==> src/design/xcct_pkg.sv <==
// shared constants, types and the isotemperature line table
// no dependencies
package xcct_pkg;

    localparam int IN_W    = 16;
    localparam int KEL_W   = 20;
    localparam int ST_W    = 2;
    localparam int UV_W    = 17;
    localparam int LINES   = 31;
    localparam int IDX_W   = 5;
    localparam int DEN_W   = 21;
    localparam int DIST_W  = 43;
    localparam int MAG_W   = 42;
    localparam int MA_W    = 43;
    localparam int MB_W    = 25;
    localparam int MP_W    = MA_W + MB_W;
    localparam int DIV_W   = 56;
    localparam int LOW_W   = 20;
    localparam int STEP_W  = 5;

    localparam logic [ST_W-1:0] ST_OK    = 2'd0;
    localparam logic [ST_W-1:0] ST_BLACK = 2'd1;
    localparam logic [ST_W-1:0] ST_RANGE = 2'd2;

    localparam logic [KEL_W-1:0] KEL_MAX = {KEL_W{1'b1}};
    localparam logic [UV_W-1:0]  UV_MAX  = {UV_W{1'b1}};
    localparam logic [MB_W-1:0]  MEGA    = 25'd1000000;

    typedef struct packed {
        logic [16:0]        u;
        logic [16:0]        v;
        logic signed [23:0] slope;
        logic [15:0]        norm;
        logic [9:0]         mired;
    } t_line;

    localparam t_line LINE_ROM [LINES] = '{
        '{17'd11800, 17'd17270, -24'sd15952,   16'd63677, 10'd0},
        '{17'd11840, 17'd17425, -24'sd16698,   16'd63507, 10'd10},
        '{17'd11884, 17'd17594, -24'sd17613,   16'd63290, 10'd20},
        '{17'd11933, 17'd17773, -24'sd18703,   16'd63020, 10'd30},
        '{17'd11989, 17'd17961, -24'sd19969,   16'd62690, 10'd40},
        '{17'd12051, 17'd18159, -24'sd21414,   16'd62295, 10'd50},
        '{17'd12120, 17'd18364, -24'sd23040,   16'd61827, 10'd60},
        '{17'd12197, 17'd18574, -24'sd24848,   16'd61279, 10'd70},
        '{17'd12281, 17'd18788, -24'sd26840,   16'd60647, 10'd80},
        '{17'd12373, 17'd19003, -24'sd29018,   16'd59925, 10'd90},
        '{17'd12473, 17'd19219, -24'sd31384,   16'd59108, 10'd100},
        '{17'd12755, 17'd19753, -24'sd38145,   16'd56640, 10'd125},
        '{17'd13082, 17'd20264, -24'sd46184,   16'd53570, 10'd150},
        '{17'd13451, 17'd20740, -24'sd55641,   16'd49959, 10'd175},
        '{17'd13856, 17'd21176, -24'sd66729,   16'd45921, 10'd200},
        '{17'd14291, 17'd21567, -24'sd79744,   16'd41610, 10'd225},
        '{17'd14753, 17'd21915, -24'sd95106,   16'd37186, 10'd250},
        '{17'd15235, 17'd22219, -24'sd113364,  16'd32800, 10'd275},
        '{17'd15735, 17'd22484, -24'sd135247,  16'd28578, 10'd300},
        '{17'd16248, 17'd22712, -24'sd161749,  16'd24610, 10'd325},
        '{17'd16771, 17'd22905, -24'sd194255,  16'd20950, 10'd350},
        '{17'd17302, 17'd23069, -24'sd234711,  16'd17625, 10'd375},
        '{17'd17838, 17'd23204, -24'sd285953,  16'd14640, 10'd400},
        '{17'd18376, 17'd23316, -24'sd352335,  16'd11984, 10'd425},
        '{17'd18916, 17'd23406, -24'sd440808,  16'd9637,  10'd450},
        '{17'd19454, 17'd23477, -24'sd563315,  16'd7573,  10'd475},
        '{17'd19992, 17'd23532, -24'sd742130,  16'd5765,  10'd500},
        '{17'd20526, 17'd23572, -24'sd1024197, 16'd4185,  10'd525},
        '{17'd21056, 17'd23600, -24'sd1528627, 16'd2807,  10'd550},
        '{17'd21582, 17'd23618, -24'sd2671903, 16'd1607,  10'd575},
        '{17'd22101, 17'd23626, -24'sd7631667, 16'd563,   10'd600}
    };

endpackage

==> src/design/xcct_in_if.sv <==
// request channel carrying one xyz triple
// depends on xcct_pkg
interface xcct_in_if;
    logic                         valid;
    logic                         ready;
    logic [xcct_pkg::IN_W-1:0]    x_value;
    logic [xcct_pkg::IN_W-1:0]    y_value;
    logic [xcct_pkg::IN_W-1:0]    z_value;

    modport source (output valid, x_value, y_value, z_value, input ready);
    modport sink   (input valid, x_value, y_value, z_value, output ready);
endinterface

==> src/design/xcct_out_if.sv <==
// result channel carrying kelvin and status
// depends on xcct_pkg
interface xcct_out_if;
    logic                         valid;
    logic                         ready;
    logic [xcct_pkg::KEL_W-1:0]   kelvin;
    logic [xcct_pkg::ST_W-1:0]    status;

    modport source (output valid, kelvin, status, input ready);
    modport sink   (input valid, kelvin, status, output ready);
endinterface

==> src/design/xyz_to_correlated_color_temp.sv <==
// correlated color temperature of an xyz triple, robertson line walk
// depends on xcct_pkg, xcct_in_if, xcct_out_if, xcct_div, xcct_mul
//
// channel  dir  fields                        handshake
// i_in     in   x_value, y_value, z_value     valid/ready
// o_out    out  kelvin, status                valid/ready
//
// one request at a time; ready only while idle, a stalled result holds the block
// u and v each go through the serial divider, each table line through the shared
// multiplier, then interpolation and the final divide; a divide is skipped when u, v
// or kelvin saturates, and black input goes straight to the result
// reset is synchronous and clears only the sequencer and the divider's busy flag and step count
module xyz_to_correlated_color_temp (
    input  logic        i_clk,
    input  logic        i_rst_n,
    xcct_in_if.sink     i_in,
    xcct_out_if.source  o_out
);
    typedef enum logic [14:0] {
        S_IDLE = 15'b000000000000001,
        S_UST  = 15'b000000000000010,
        S_UWT  = 15'b000000000000100,
        S_VST  = 15'b000000000001000,
        S_VWT  = 15'b000000000010000,
        S_LMUL = 15'b000000000100000,
        S_LCHK = 15'b000000001000000,
        S_NA   = 15'b000000010000000,
        S_NB   = 15'b000000100000000,
        S_NC   = 15'b000001000000000,
        S_ND   = 15'b000010000000000,
        S_NE   = 15'b000100000000000,
        S_NF   = 15'b001000000000000,
        S_KWT  = 15'b010000000000000,
        S_OUT  = 15'b100000000000000
    } t_state;

    t_state r_state, n_state;

    logic [xcct_pkg::IN_W-1:0]     r_x, r_y, n_x, n_y;
    logic [xcct_pkg::DEN_W-1:0]    r_den, n_den;
    logic [xcct_pkg::UV_W-1:0]     r_u, r_v, n_u, n_v;
    logic [xcct_pkg::IDX_W-1:0]    r_idx, n_idx;
    logic signed [xcct_pkg::DIST_W-1:0] r_d, r_dprev, n_d, n_dprev;
    logic [xcct_pkg::MAG_W-1:0]    r_a, r_b, n_a, n_b;
    logic [53:0]                   r_t, n_t;
    logic [53:0]                   r_den2, n_den2;
    logic [xcct_pkg::KEL_W-1:0]    r_kel, n_kel;
    logic [xcct_pkg::ST_W-1:0]     r_status, n_status;

    xcct_pkg::t_line               line_cur, line_prev;
    logic signed [xcct_pkg::MA_W-1:0] mul_a;
    logic signed [xcct_pkg::MB_W-1:0] mul_b;
    logic signed [xcct_pkg::MP_W-1:0] mul_p;

    logic                          div_start;
    logic [xcct_pkg::DIV_W-1:0]    div_rem, div_den;
    logic [xcct_pkg::LOW_W-1:0]    div_low;
    logic [xcct_pkg::STEP_W-1:0]   div_steps;
    logic                          div_busy;
    logic [xcct_pkg::LOW_W-1:0]    div_quot;

    logic [34:0]                   uv_num;
    logic signed [17:0]            du, dv;
    logic signed [xcct_pkg::DIST_W-1:0] d_calc;
    logic [xcct_pkg::MAG_W-1:0]    mag_cur, mag_prev, b_calc;
    logic [63:0]                   kn;

    xcct_mul u_mul (
        .i_clk (i_clk),
        .i_a   (mul_a),
        .i_b   (mul_b),
        .o_p   (mul_p)
    );

    xcct_div u_div (
        .i_clk   (i_clk),
        .i_rst_n (i_rst_n),
        .i_start (div_start),
        .i_rem   (div_rem),
        .i_low   (div_low),
        .i_den   (div_den),
        .i_steps (div_steps),
        .o_busy  (div_busy),
        .o_quot  (div_quot)
    );

    assign line_cur  = xcct_pkg::LINE_ROM[r_idx];
    assign line_prev = xcct_pkg::LINE_ROM[r_idx - 1'b1];

    always_comb begin
        du       = $signed({1'b0, r_u}) - $signed({1'b0, line_cur.u});
        dv       = $signed({1'b0, r_v}) - $signed({1'b0, line_cur.v});
        d_calc   = (xcct_pkg::DIST_W'(dv) <<< 16) - mul_p[xcct_pkg::DIST_W-1:0];
        mag_cur  = r_d[xcct_pkg::DIST_W-1] ? xcct_pkg::MAG_W'(-r_d) : xcct_pkg::MAG_W'(r_d);
        mag_prev = r_dprev[xcct_pkg::DIST_W-1] ? xcct_pkg::MAG_W'(-r_dprev)
                                               : xcct_pkg::MAG_W'(r_dprev);
        b_calc   = mul_p[57:16];
        if (r_state == S_UST) begin
            uv_num = 35'(r_x) << 18;
        end else begin
            uv_num = (35'(r_y) * 35'd6) << 16;
        end
        uv_num   = uv_num + 35'(r_den >> 1);
        kn       = 64'(mul_p[61:0]) + 64'(r_den2 >> 1);
    end

    always_comb begin
        n_state   = r_state;
        n_x       = r_x;
        n_y       = r_y;
        n_den     = r_den;
        n_u       = r_u;
        n_v       = r_v;
        n_idx     = r_idx;
        n_d       = r_d;
        n_dprev   = r_dprev;
        n_a       = r_a;
        n_b       = r_b;
        n_t       = r_t;
        n_den2    = r_den2;
        n_kel     = r_kel;
        n_status  = r_status;
        mul_a     = '0;
        mul_b     = '0;
        div_start = 1'b0;
        div_rem   = xcct_pkg::DIV_W'(uv_num >> 17);
        div_low   = {uv_num[16:0], 3'b000};
        div_den   = xcct_pkg::DIV_W'(r_den);
        div_steps = xcct_pkg::STEP_W'(17);

        case (r_state)
            S_IDLE: begin
                if (i_in.valid) begin
                    n_x   = i_in.x_value;
                    n_y   = i_in.y_value;
                    n_den = xcct_pkg::DEN_W'(i_in.x_value)
                          + (xcct_pkg::DEN_W'(i_in.y_value) << 4)
                          - xcct_pkg::DEN_W'(i_in.y_value)
                          + (xcct_pkg::DEN_W'(i_in.z_value) << 1)
                          + xcct_pkg::DEN_W'(i_in.z_value);
                    n_kel = '0;
                    if (i_in.x_value == '0 && i_in.y_value == '0 && i_in.z_value == '0) begin
                        n_status = xcct_pkg::ST_BLACK;
                        n_state  = S_OUT;
                    end else begin
                        n_state = S_UST;
                    end
                end
            end
            S_UST, S_VST: begin
                if ((uv_num >> 17) >= 35'(r_den)) begin
                    if (r_state == S_UST) begin
                        n_u     = xcct_pkg::UV_MAX;
                        n_state = S_VST;
                    end else begin
                        n_v     = xcct_pkg::UV_MAX;
                        n_idx   = '0;
                        n_state = S_LMUL;
                    end
                end else begin
                    div_start = 1'b1;
                    n_state   = (r_state == S_UST) ? S_UWT : S_VWT;
                end
            end
            S_UWT: begin
                if (!div_busy) begin
                    n_u     = div_quot[xcct_pkg::UV_W-1:0];
                    n_state = S_VST;
                end
            end
            S_VWT: begin
                if (!div_busy) begin
                    n_v     = div_quot[xcct_pkg::UV_W-1:0];
                    n_idx   = '0;
                    n_state = S_LMUL;
                end
            end
            S_LMUL: begin
                mul_a   = xcct_pkg::MA_W'(du);
                mul_b   = xcct_pkg::MB_W'(line_cur.slope);
                n_state = S_LCHK;
            end
            S_LCHK: begin
                n_d = d_calc;
                if (r_idx != '0 && (d_calc[xcct_pkg::DIST_W-1] != r_dprev[xcct_pkg::DIST_W-1])) begin
                    n_state = S_NA;
                end else begin
                    n_dprev = d_calc;
                    if (r_idx == xcct_pkg::IDX_W'(xcct_pkg::LINES - 1)) begin
                        n_kel    = '0;
                        n_status = xcct_pkg::ST_RANGE;
                        n_state  = S_OUT;
                    end else begin
                        n_idx   = r_idx + 1'b1;
                        n_state = S_LMUL;
                    end
                end
            end
            S_NA: begin
                mul_a   = $signed({1'b0, mag_prev});
                mul_b   = $signed(xcct_pkg::MB_W'(line_prev.norm));
                n_state = S_NB;
            end
            S_NB: begin
                n_a     = mul_p[57:16];
                mul_a   = $signed({1'b0, mag_cur});
                mul_b   = $signed(xcct_pkg::MB_W'(line_cur.norm));
                n_state = S_NC;
            end
            S_NC: begin
                if (r_a == '0 && b_calc == '0) begin
                    n_b = xcct_pkg::MAG_W'(1);
                end else begin
                    n_b = b_calc;
                end
                mul_a   = $signed({1'b0, n_b});
                mul_b   = $signed(xcct_pkg::MB_W'(line_prev.mired));
                n_state = S_ND;
            end
            S_ND: begin
                n_t     = mul_p[53:0];
                mul_a   = $signed({1'b0, r_a});
                mul_b   = $signed(xcct_pkg::MB_W'(line_cur.mired));
                n_state = S_NE;
            end
            S_NE: begin
                n_den2  = r_t + mul_p[53:0];
                mul_a   = $signed({1'b0, r_a + r_b});
                mul_b   = $signed(xcct_pkg::MEGA);
                n_state = S_NF;
            end
            S_NF: begin
                n_status = xcct_pkg::ST_OK;
                if ((kn >> 20) >= 64'(r_den2)) begin
                    n_kel   = xcct_pkg::KEL_MAX;
                    n_state = S_OUT;
                end else begin
                    div_start = 1'b1;
                    div_rem   = xcct_pkg::DIV_W'(kn >> 20);
                    div_low   = kn[xcct_pkg::LOW_W-1:0];
                    div_den   = xcct_pkg::DIV_W'(r_den2);
                    div_steps = xcct_pkg::STEP_W'(xcct_pkg::LOW_W);
                    n_state   = S_KWT;
                end
            end
            S_KWT: begin
                if (!div_busy) begin
                    n_kel   = div_quot;
                    n_state = S_OUT;
                end
            end
            S_OUT: begin
                if (o_out.ready) begin
                    n_state = S_IDLE;
                end
            end
            default: begin
                n_state = S_IDLE;
            end
        endcase
    end

    always_ff @(posedge i_clk) begin
        if (!i_rst_n) begin
            r_state <= S_IDLE;
        end else begin
            r_state <= n_state;
        end
    end

    always_ff @(posedge i_clk) begin
        r_x      <= n_x;
        r_y      <= n_y;
        r_den    <= n_den;
        r_u      <= n_u;
        r_v      <= n_v;
        r_idx    <= n_idx;
        r_d      <= n_d;
        r_dprev  <= n_dprev;
        r_a      <= n_a;
        r_b      <= n_b;
        r_t      <= n_t;
        r_den2   <= n_den2;
        r_kel    <= n_kel;
        r_status <= n_status;
    end

    assign i_in.ready   = (r_state == S_IDLE);
    assign o_out.valid  = (r_state == S_OUT);
    assign o_out.kelvin = r_kel;
    assign o_out.status = r_status;
endmodule

==> src/design/xcct_div.sv <==
// restoring divider, one quotient bit per cycle
// depends on xcct_pkg
module xcct_div (
    input  logic                           i_clk,
    input  logic                           i_rst_n,
    input  logic                           i_start,
    input  logic [xcct_pkg::DIV_W-1:0]     i_rem,
    input  logic [xcct_pkg::LOW_W-1:0]     i_low,
    input  logic [xcct_pkg::DIV_W-1:0]     i_den,
    input  logic [xcct_pkg::STEP_W-1:0]    i_steps,
    output logic                           o_busy,
    output logic [xcct_pkg::LOW_W-1:0]     o_quot
);
    logic                          r_busy;
    logic [xcct_pkg::STEP_W-1:0]   r_cnt;
    logic [xcct_pkg::DIV_W-1:0]    r_rem;
    logic [xcct_pkg::DIV_W-1:0]    r_den;
    logic [xcct_pkg::LOW_W-1:0]    r_low;
    logic [xcct_pkg::LOW_W-1:0]    r_quot;
    logic [xcct_pkg::DIV_W:0]      sh;
    logic                          qbit;
    logic [xcct_pkg::DIV_W-1:0]    n_rem;

    always_comb begin
        sh    = {r_rem, r_low[xcct_pkg::LOW_W-1]};
        qbit  = sh >= {1'b0, r_den};
        n_rem = qbit ? xcct_pkg::DIV_W'(sh - {1'b0, r_den}) : sh[xcct_pkg::DIV_W-1:0];
    end

    always_ff @(posedge i_clk) begin
        if (!i_rst_n) begin
            r_busy <= 1'b0;
            r_cnt  <= '0;
        end else if (i_start) begin
            r_busy <= 1'b1;
            r_cnt  <= i_steps;
        end else if (r_busy) begin
            r_cnt <= r_cnt - 1'b1;
            if (r_cnt == xcct_pkg::STEP_W'(1)) begin
                r_busy <= 1'b0;
            end
        end
    end

    always_ff @(posedge i_clk) begin
        if (i_start) begin
            r_rem  <= i_rem;
            r_den  <= i_den;
            r_low  <= i_low;
            r_quot <= '0;
        end else if (r_busy) begin
            r_rem  <= n_rem;
            r_low  <= {r_low[xcct_pkg::LOW_W-2:0], 1'b0};
            r_quot <= {r_quot[xcct_pkg::LOW_W-2:0], qbit};
        end
    end

    assign o_busy = r_busy;
    assign o_quot = r_quot;
endmodule

==> src/design/xcct_mul.sv <==
// shared signed multiplier with registered product
// depends on xcct_pkg
module xcct_mul (
    input  logic                                i_clk,
    input  logic signed [xcct_pkg::MA_W-1:0]    i_a,
    input  logic signed [xcct_pkg::MB_W-1:0]    i_b,
    output logic signed [xcct_pkg::MP_W-1:0]    o_p
);
    logic signed [xcct_pkg::MP_W-1:0] r_p;

    always_ff @(posedge i_clk) begin
        r_p <= xcct_pkg::MP_W'(i_a) * xcct_pkg::MP_W'(i_b);
    end

    assign o_p = r_p;
endmodule

==> src/flat_wrapper.sv <==
// flat-port wrapper written by rule: the top's interface ports become plain ports
module xyz_to_correlated_color_temp_flat 
  (i_clk, i_rst_n, i_in_valid, i_in_x_value, i_in_y_value, i_in_z_value, i_in_ready, o_out_valid, o_out_kelvin, o_out_status, o_out_ready);
  xcct_in_if i_in_i ();
  xcct_out_if o_out_i ();
  input  logic i_clk;
  input  logic i_rst_n;
  input wire logic [$bits(i_in_i.valid)-1:0] i_in_valid;
  input wire logic [$bits(i_in_i.x_value)-1:0] i_in_x_value;
  input wire logic [$bits(i_in_i.y_value)-1:0] i_in_y_value;
  input wire logic [$bits(i_in_i.z_value)-1:0] i_in_z_value;
  output wire logic [$bits(i_in_i.ready)-1:0] i_in_ready;
  output wire logic [$bits(o_out_i.valid)-1:0] o_out_valid;
  output wire logic [$bits(o_out_i.kelvin)-1:0] o_out_kelvin;
  output wire logic [$bits(o_out_i.status)-1:0] o_out_status;
  input wire logic [$bits(o_out_i.ready)-1:0] o_out_ready;
  assign i_in_i.valid = i_in_valid;
  assign i_in_i.x_value = i_in_x_value;
  assign i_in_i.y_value = i_in_y_value;
  assign i_in_i.z_value = i_in_z_value;
  assign i_in_ready = i_in_i.ready;
  assign o_out_valid = o_out_i.valid;
  assign o_out_kelvin = o_out_i.kelvin;
  assign o_out_status = o_out_i.status;
  assign o_out_i.ready = o_out_ready;
  xyz_to_correlated_color_temp u_core (.i_clk(i_clk), .i_rst_n(i_rst_n), .i_in(i_in_i), .o_out(o_out_i));
endmodule
==> config.mk <==
export PLATFORM = sky130hd
export DESIGN_NAME = xyz_to_correlated_color_temp_flat
export DESIGN_NICKNAME = d
export VERILOG_FILES = /design/src/design/xcct_pkg.sv /design/src/design/xcct_in_if.sv /design/src/design/xcct_out_if.sv /design/src/design/xyz_to_correlated_color_temp.sv /design/src/design/xcct_div.sv /design/src/design/xcct_mul.sv /design/src/flat_wrapper.sv
export SDC_FILE = /design/constraint.sdc
export NUM_CORES = 2
export LEC_CHECK = 0
export BUFFER_PORTS_ARGS = -buffer_cell sky130_fd_sc_hd__buf_4
export CORE_AREA = 2 2 526 528
export DETAILED_ROUTE_END_ITERATION = 12
export DIE_AREA = 0 0 528 530
export HOLD_SLACK_MARGIN = 0.03
export MAX_ROUTING_LAYER = met4
export SLEW_MARGIN = 15
export SYNTH_ARGS = -nofsm -noshare
export SYNTH_HDL_FRONTEND = slang
export SYNTH_SLANG_ARGS = --single-unit
export TNS_END_PERCENT = 5
==> constraint.sdc <==
create_clock -name i_clk -period 15.73 [get_ports i_clk]
set_input_delay 3.146 -clock i_clk [delete_from_list [all_inputs] [get_ports i_clk]]
set_output_delay 3.146 -clock i_clk [all_outputs]
set_load 0.005 [all_outputs]
# Yosys cells after proc, flatten, opt, wreduce, memory -nomap -nowiden
# Memories as Yosys holds them, arrays and structs flattened.
# Index checks and enable logic that the tools add are counted.
# word_totals
ff_bits,627
latchBits,0
mem_bits_rw,0
rom_bits,5376
inputBits,52
output_inout_bits,24
elab_cells,179
n_memories,2
# classes
addsub,17
mul,2
div,0
magnitude_cmp,5
eq_ne,31
n_shift,0
muxes,68
bitwise_logic,4
reduce_logical,26
# memory_table
name,depth,word_bits,rd,rd_ports_with_merged_regs,wr,line,source
(name not given),32,84,1,0,0,xyz_to_correlated_color_temp.sv:87,assign line_cur = xcct_pkg::LINE_ROM[r_idx];
(name not given),32,84,1,0,0,xyz_to_correlated_color_temp.sv:88,assign line_prev = xcct_pkg::LINE_ROM[r_idx - 1'b1];
# op_table
op,count
$pmux 43 s6,1
$mux 56,4
$pmux 15 s14,1
$mux 20,9
$mux 84,2
$mux 15,10
$pmux 25 s6,1
$mux 42,3
$mux 17,5
$logic_not 42->1,2
$neg 42->42,2
$pmux 20 s4,1
$pmux 17 s2,2
$add 62x53->63,1
$mul 43x25->62,1
$ge 57x56->1,1
$sub 56x56->56,1
$add 54x54->54,1
$ge 43x54->1,1
$mux 26,2
$logic_not 16->1,3
$mux 5,9
$mux 44,1
$sub 43x43->43,1
other kinds (53),88

# Longest topological paths before layout
# depth
ltp_word,10
mapped_depth,51
depth_no_buf,45

# Hierarchy
# Synthesis repeated with hierarchy kept, for this count alone.
# unflattened
hier_cells,9384
area_unflattened_um2,85452.0
# by_module_without_submodules
mod,n_inst,cells_each,area_each_um2,seq_area_each_um2
xcct_mul,1,4081,37937.6,1361.3
xyz_to_correlated_color_temp,1,4250,37303.3,12071.6
xcct_div,1,1053,10211.0,4484.3

# Worst setup path after synthesis
# OpenSTA, ideal clock, no wires.
# synth_path
path_type,reg2reg
from,register u_core.r_idx[2] (netlist bit)
to,"register u_core.u_mul.r_p, in the netlist u_core.u_mul.o_p[54]"
t_arrival_ns,11.976
t_required_ns,15.603
path_slack_ns,3.627
path_stages_with_launch,48
path_buffers,9
path_cell_list,edfxtp_1 > clkbuf_1 > inv_1 > clkbuf_1 > buf_1 > buf_1 > ha_1 > clkbuf_1 > clkbuf_1 > nand2b_1 > a31oi_1 > ha_1 > a21o_1 > a21oi_1 > a21oi_1 > o21ai_0 > o311ai_1 > a211o_1 > (+12 left out) > inv_1 > fa_1 > fa_1 > inv_1 > fa_1 > inv_1 > ha_1 > a21o_1 > a21o_1 > o21bai_1 > a21boi_0 > a311o_1 > a221o_1 > a2111oi_0 > o211ai_1 > a31oi_1 > o21ai_0 > xor2_1
# synth_between
elab_chain_cells,7
# synth_rtl
element,line,source
from (decl),xyz_to_correlated_color_temp.sv:42,"logic [xcct_pkg::IDX_W-1:0] r_idx, n_idx;"
from (signal assigned),xyz_to_correlated_color_temp.sv:277,r_idx <= n_idx;
$not 5->6 (implied by the code) or $sub 5x1->5 (tied branches),"xyz_to_correlated_color_temp.sv:87, xyz_to_correlated_color_temp.sv:88",
$mem_v2 32x84 or $not 5->6 (tied branches),--,
$mux 84 (implied by the code) or $mem_v2 32x84 (tied branches),--,
$mux 84 (implied by the code) or $mux 26 (tied branches),"xyz_to_correlated_color_temp.sv:87, xyz_to_correlated_color_temp.sv:88",
$sub 17x17->18 or $mux 26 (tied branches),"xyz_to_correlated_color_temp.sv:91, xyz_to_correlated_color_temp.sv:88",
$pmux 43 s6 or $pmux 25 s6 (tied branches),xyz_to_correlated_color_temp.sv:131,case (r_state)
$mul 43x25->62 *,xcct_mul.sv:12,r_p <= xcct_pkg::MP_W'(i_a) * xcct_pkg::MP_W'(i_b);
to (signal assigned),xcct_mul.sv:12,
to (decl),xcct_mul.sv:9,logic signed [xcct_pkg::MP_W-1:0] r_p;
# Mark *: on every way between the ends. The rest lies on a longest branch, timed or not. The select of a mux whose other input is x is not followed.
# A chain may end at the register's enable or synchronous reset.

# Final worst setup path
# layout_path
from,register u_core.r_idx[1] (netlist bit)
to,"register u_core.u_mul.r_p, in the netlist u_core.u_mul.o_p[54]"
# Same word-level chain as after synthesis.

==> impl_metrics.tcl <==
set metrics [dict create \
    hold_slack_ns 0.502 \
    post-route-period-util_pct 89.4 \
    layout-drive-gt1-share_pct 6.28 \
    synth-main-ff-cell "edfxtp_1" \
    regToRegSetupSlack_ns 1.66 \
    cp-endpoint "u_core.u_mul.o_p[54]" \
    drtIter0Drc 6496 \
    maxSlewViolCount 0 \
    vdd_drop_max_v 0.0000850 \
    r2r_end "u_core.u_mul.o_p[54]" \
    nets 10700 \
    yosys.cell_types.count 108 \
    final_common_cell "inv_1" \
    avgSynthCellArea_um2 9.01 \
    cap_viol_max_count 0 \
    p_per_area_nw_per_um2 56.9 \
    r2r-start "u_core.r_idx[1]" \
    cp_slowest_stage_delay_ns 0.86 \
    skew_ns 0.0307 \
    cp.required_ns 16.31 \
    cts_buffer_depth 3 \
    worstSetupEndpointType "flip-flop" \
    firstDrtPassIters 6 \
    core_area_um2 275000 \
    yosysSeqAreaShare_pct 21.7 \
    holdCritPathClass "flip-flop to flip-flop" \
    track_usage_pct 20.7 \
    holdCritStartpoint "u_core.u_div.r_cnt[1]" \
    post_cts_buffers 0 \
    vias 66900 \
    status "complete, no violations" \
    tightest_slew_ns 1.22 \
    reg2reg_depth 45 \
    async_flop_share_pct 0 \
    area_delta_synth_final_pct 9.42 \
    synth_edf_count 522 \
    die_w_um 528 \
    antenna_left 0 \
    fin_tns_setup_ns 0 \
    viasPerCell 5.29 \
    yosys_warnings 0 \
    total_power_mw 5.10 \
    antenna_found_initial 9 \
    grt.overflow.total 0 \
    n_fill_cell 28500 \
    cp_slowest_cell "a2111oi_0" \
    cts_num_sinks 625 \
    report.final.hold_viol_count 0 \
    post-route-min-period_ns 14.07 \
    syn_area_um2 81900 \
    power.leakage_nw 40.8 \
    portBuffers 75 \
    fmax_mhz 71.1 \
    ys_ff_latch 625 \
    dp_hpwl_um 223000 \
    row_count 193 \
    final_util_pct 32.6 \
    crit_fanout 28 \
    drc_errors 0 \
    grt_pass1_wl_um 427000 \
    maxSlewHeadroom_pct 17.6 \
    setup_viol 0 \
    cp-startpoint "u_core.r_idx[1]" \
    synth_nets 10800 \
    cp-start-kind "flip-flop" \
    syn_inst 9086 \
    crit_arrival_ns 14.65 \
    grt_max_degree 155 \
    grt_pass1_vias 66200 \
    num_antenna_cells 0 \
    clkSlewWorstSetupHoldPaths_ns 0.06 \
    cts-root-buf "clkbuf_16" \
    layout_common_cells "inv_1, fa_1, nand2_1" \
    cts_made_buffers 77 \
    dieHeight_um 530 \
    die_area_um2 280000 \
    drt-wirelength-per-cell_um 22.6 \
    cts-hold-fix-buffers 0 \
    rsz0062_at_grt "no" \
    cts_tree "built" \
    start_util_pct 29.8 \
    worst-setup-path-type "flip-flop to flip-flop" \
    gp_congestion 1.03 \
    htreeDepth 3 \
    io_pins 76 \
    clk_latency_ns 0.70 \
    crit_top_cell "fa_1" \
    cts_resized 0 \
    totalWireLength_um 286000 \
]
## Yosys cell counts, drive strengths merged (164+ instances only)
library cell	number	area (µm²)
xor2	164	1440
nor2	779	2930
a21o	223	1680
ha	566	7080
inv	1570	5890
nand2	890	3340
fa	1059	21200
o21ai	345	1730
edfxtp	522	15700
a21oi	432	2170
clkbuf	376	1410
xnor2	285	2500
## state kept, by name, summed over array words and instances, names as in the netlist, 42 cells and up
register and cells:
u_core.r_den2 54, u_core.r_a 42, u_core.u_mul.o_p 62, u_core.r_dprev 43
u_core.r_d 43, u_core.u_div.r_rem 56, u_core.r_t 54, u_core.u_div.r_den 54
u_core.r_b 42
## per-stage QoR
stage	setup slack, ns	cell area, µm²	cells
after global routing	1.02	89600	12700
after detailed placement	1.92	87000	12500
after floorplan	3.63	81900	9086
final	1.66	89600	12700
after CTS	1.86	89600	12700
after global placement	2.15	87000	12500
## worst min path at each step
stage,to,cells after the start
floorplan,u_core.r_a[39],0
global placement,u_core.u_div.o_quot[19],2
detailed placement,u_core.u_div.r_cnt[1],2
CTS,u_core.u_div.r_cnt[1],2
global route,u_core.u_div.o_quot[19],2
finish,u_core.u_div.r_cnt[1],2
## worst max-delay path, delay by kind of cell (launching register included)
family / cells / cell delay (ns)
AOI/OAI and AO/OA: 19 / 4.99
and+or+nand+nor: 5 / 1.22
xor gates and xnor gates: 1 / 0.16
DFF: 1 / 0.33
adders and majority gates: 10 / 5.02
buffers and inverters: 10 / 2.20
## routing by layer
layer	track usage (%)	vias up	routed length, µm
met5	-	-	0
met4	8.88	0	14300
met3	3.28	665	22200
met2	32.2	2918	130000
met1	26.7	33400	119000
li1	-	30000	-
## power by group
part           internal, mW  total, mW  switching [mW]
sequential             1.94       2.02          0.0822
combinational         0.479       1.25           0.768
clock                  1.03       1.83           0.800
## logic make-up (layout without fill, tap and decap cells)
| group | after synthesis | count (layout) | share of synthesized area (%) |
|---|---|---|---|
| buffers and inverters | 2009 | 1967 | 9.26 |
| multiplexers | 77 | 77 | 0.979 |
| AO/OA/AOI/OAI | 1810 | 1810 | 14.8 |
| AND/OR/NAND/NOR | 2490 | 2490 | 13.9 |
| flip-flops | 625 | 625 | 21.7 |
| adder cells (fa/ha/maj) | 1625 | 1625 | 34.5 |
| XOR/XNOR | 450 | 450 | 4.83 |
## final cells by class
cell class                      instances  area, µm²  share of cell area [%]
Clock inverter                         52        538                   0.600
Timing Repair Buffer                  252       1900                    2.13
Inverter                             1571       5900                    6.59
Sequential cell                       625      17700                    19.8
Multi-Input combinational cell       6452      57000                    63.6
Clock buffer                           92       2050                    2.29
Tap cell                             3607       4510                    5.04
(Power assumes the default switching activity.)
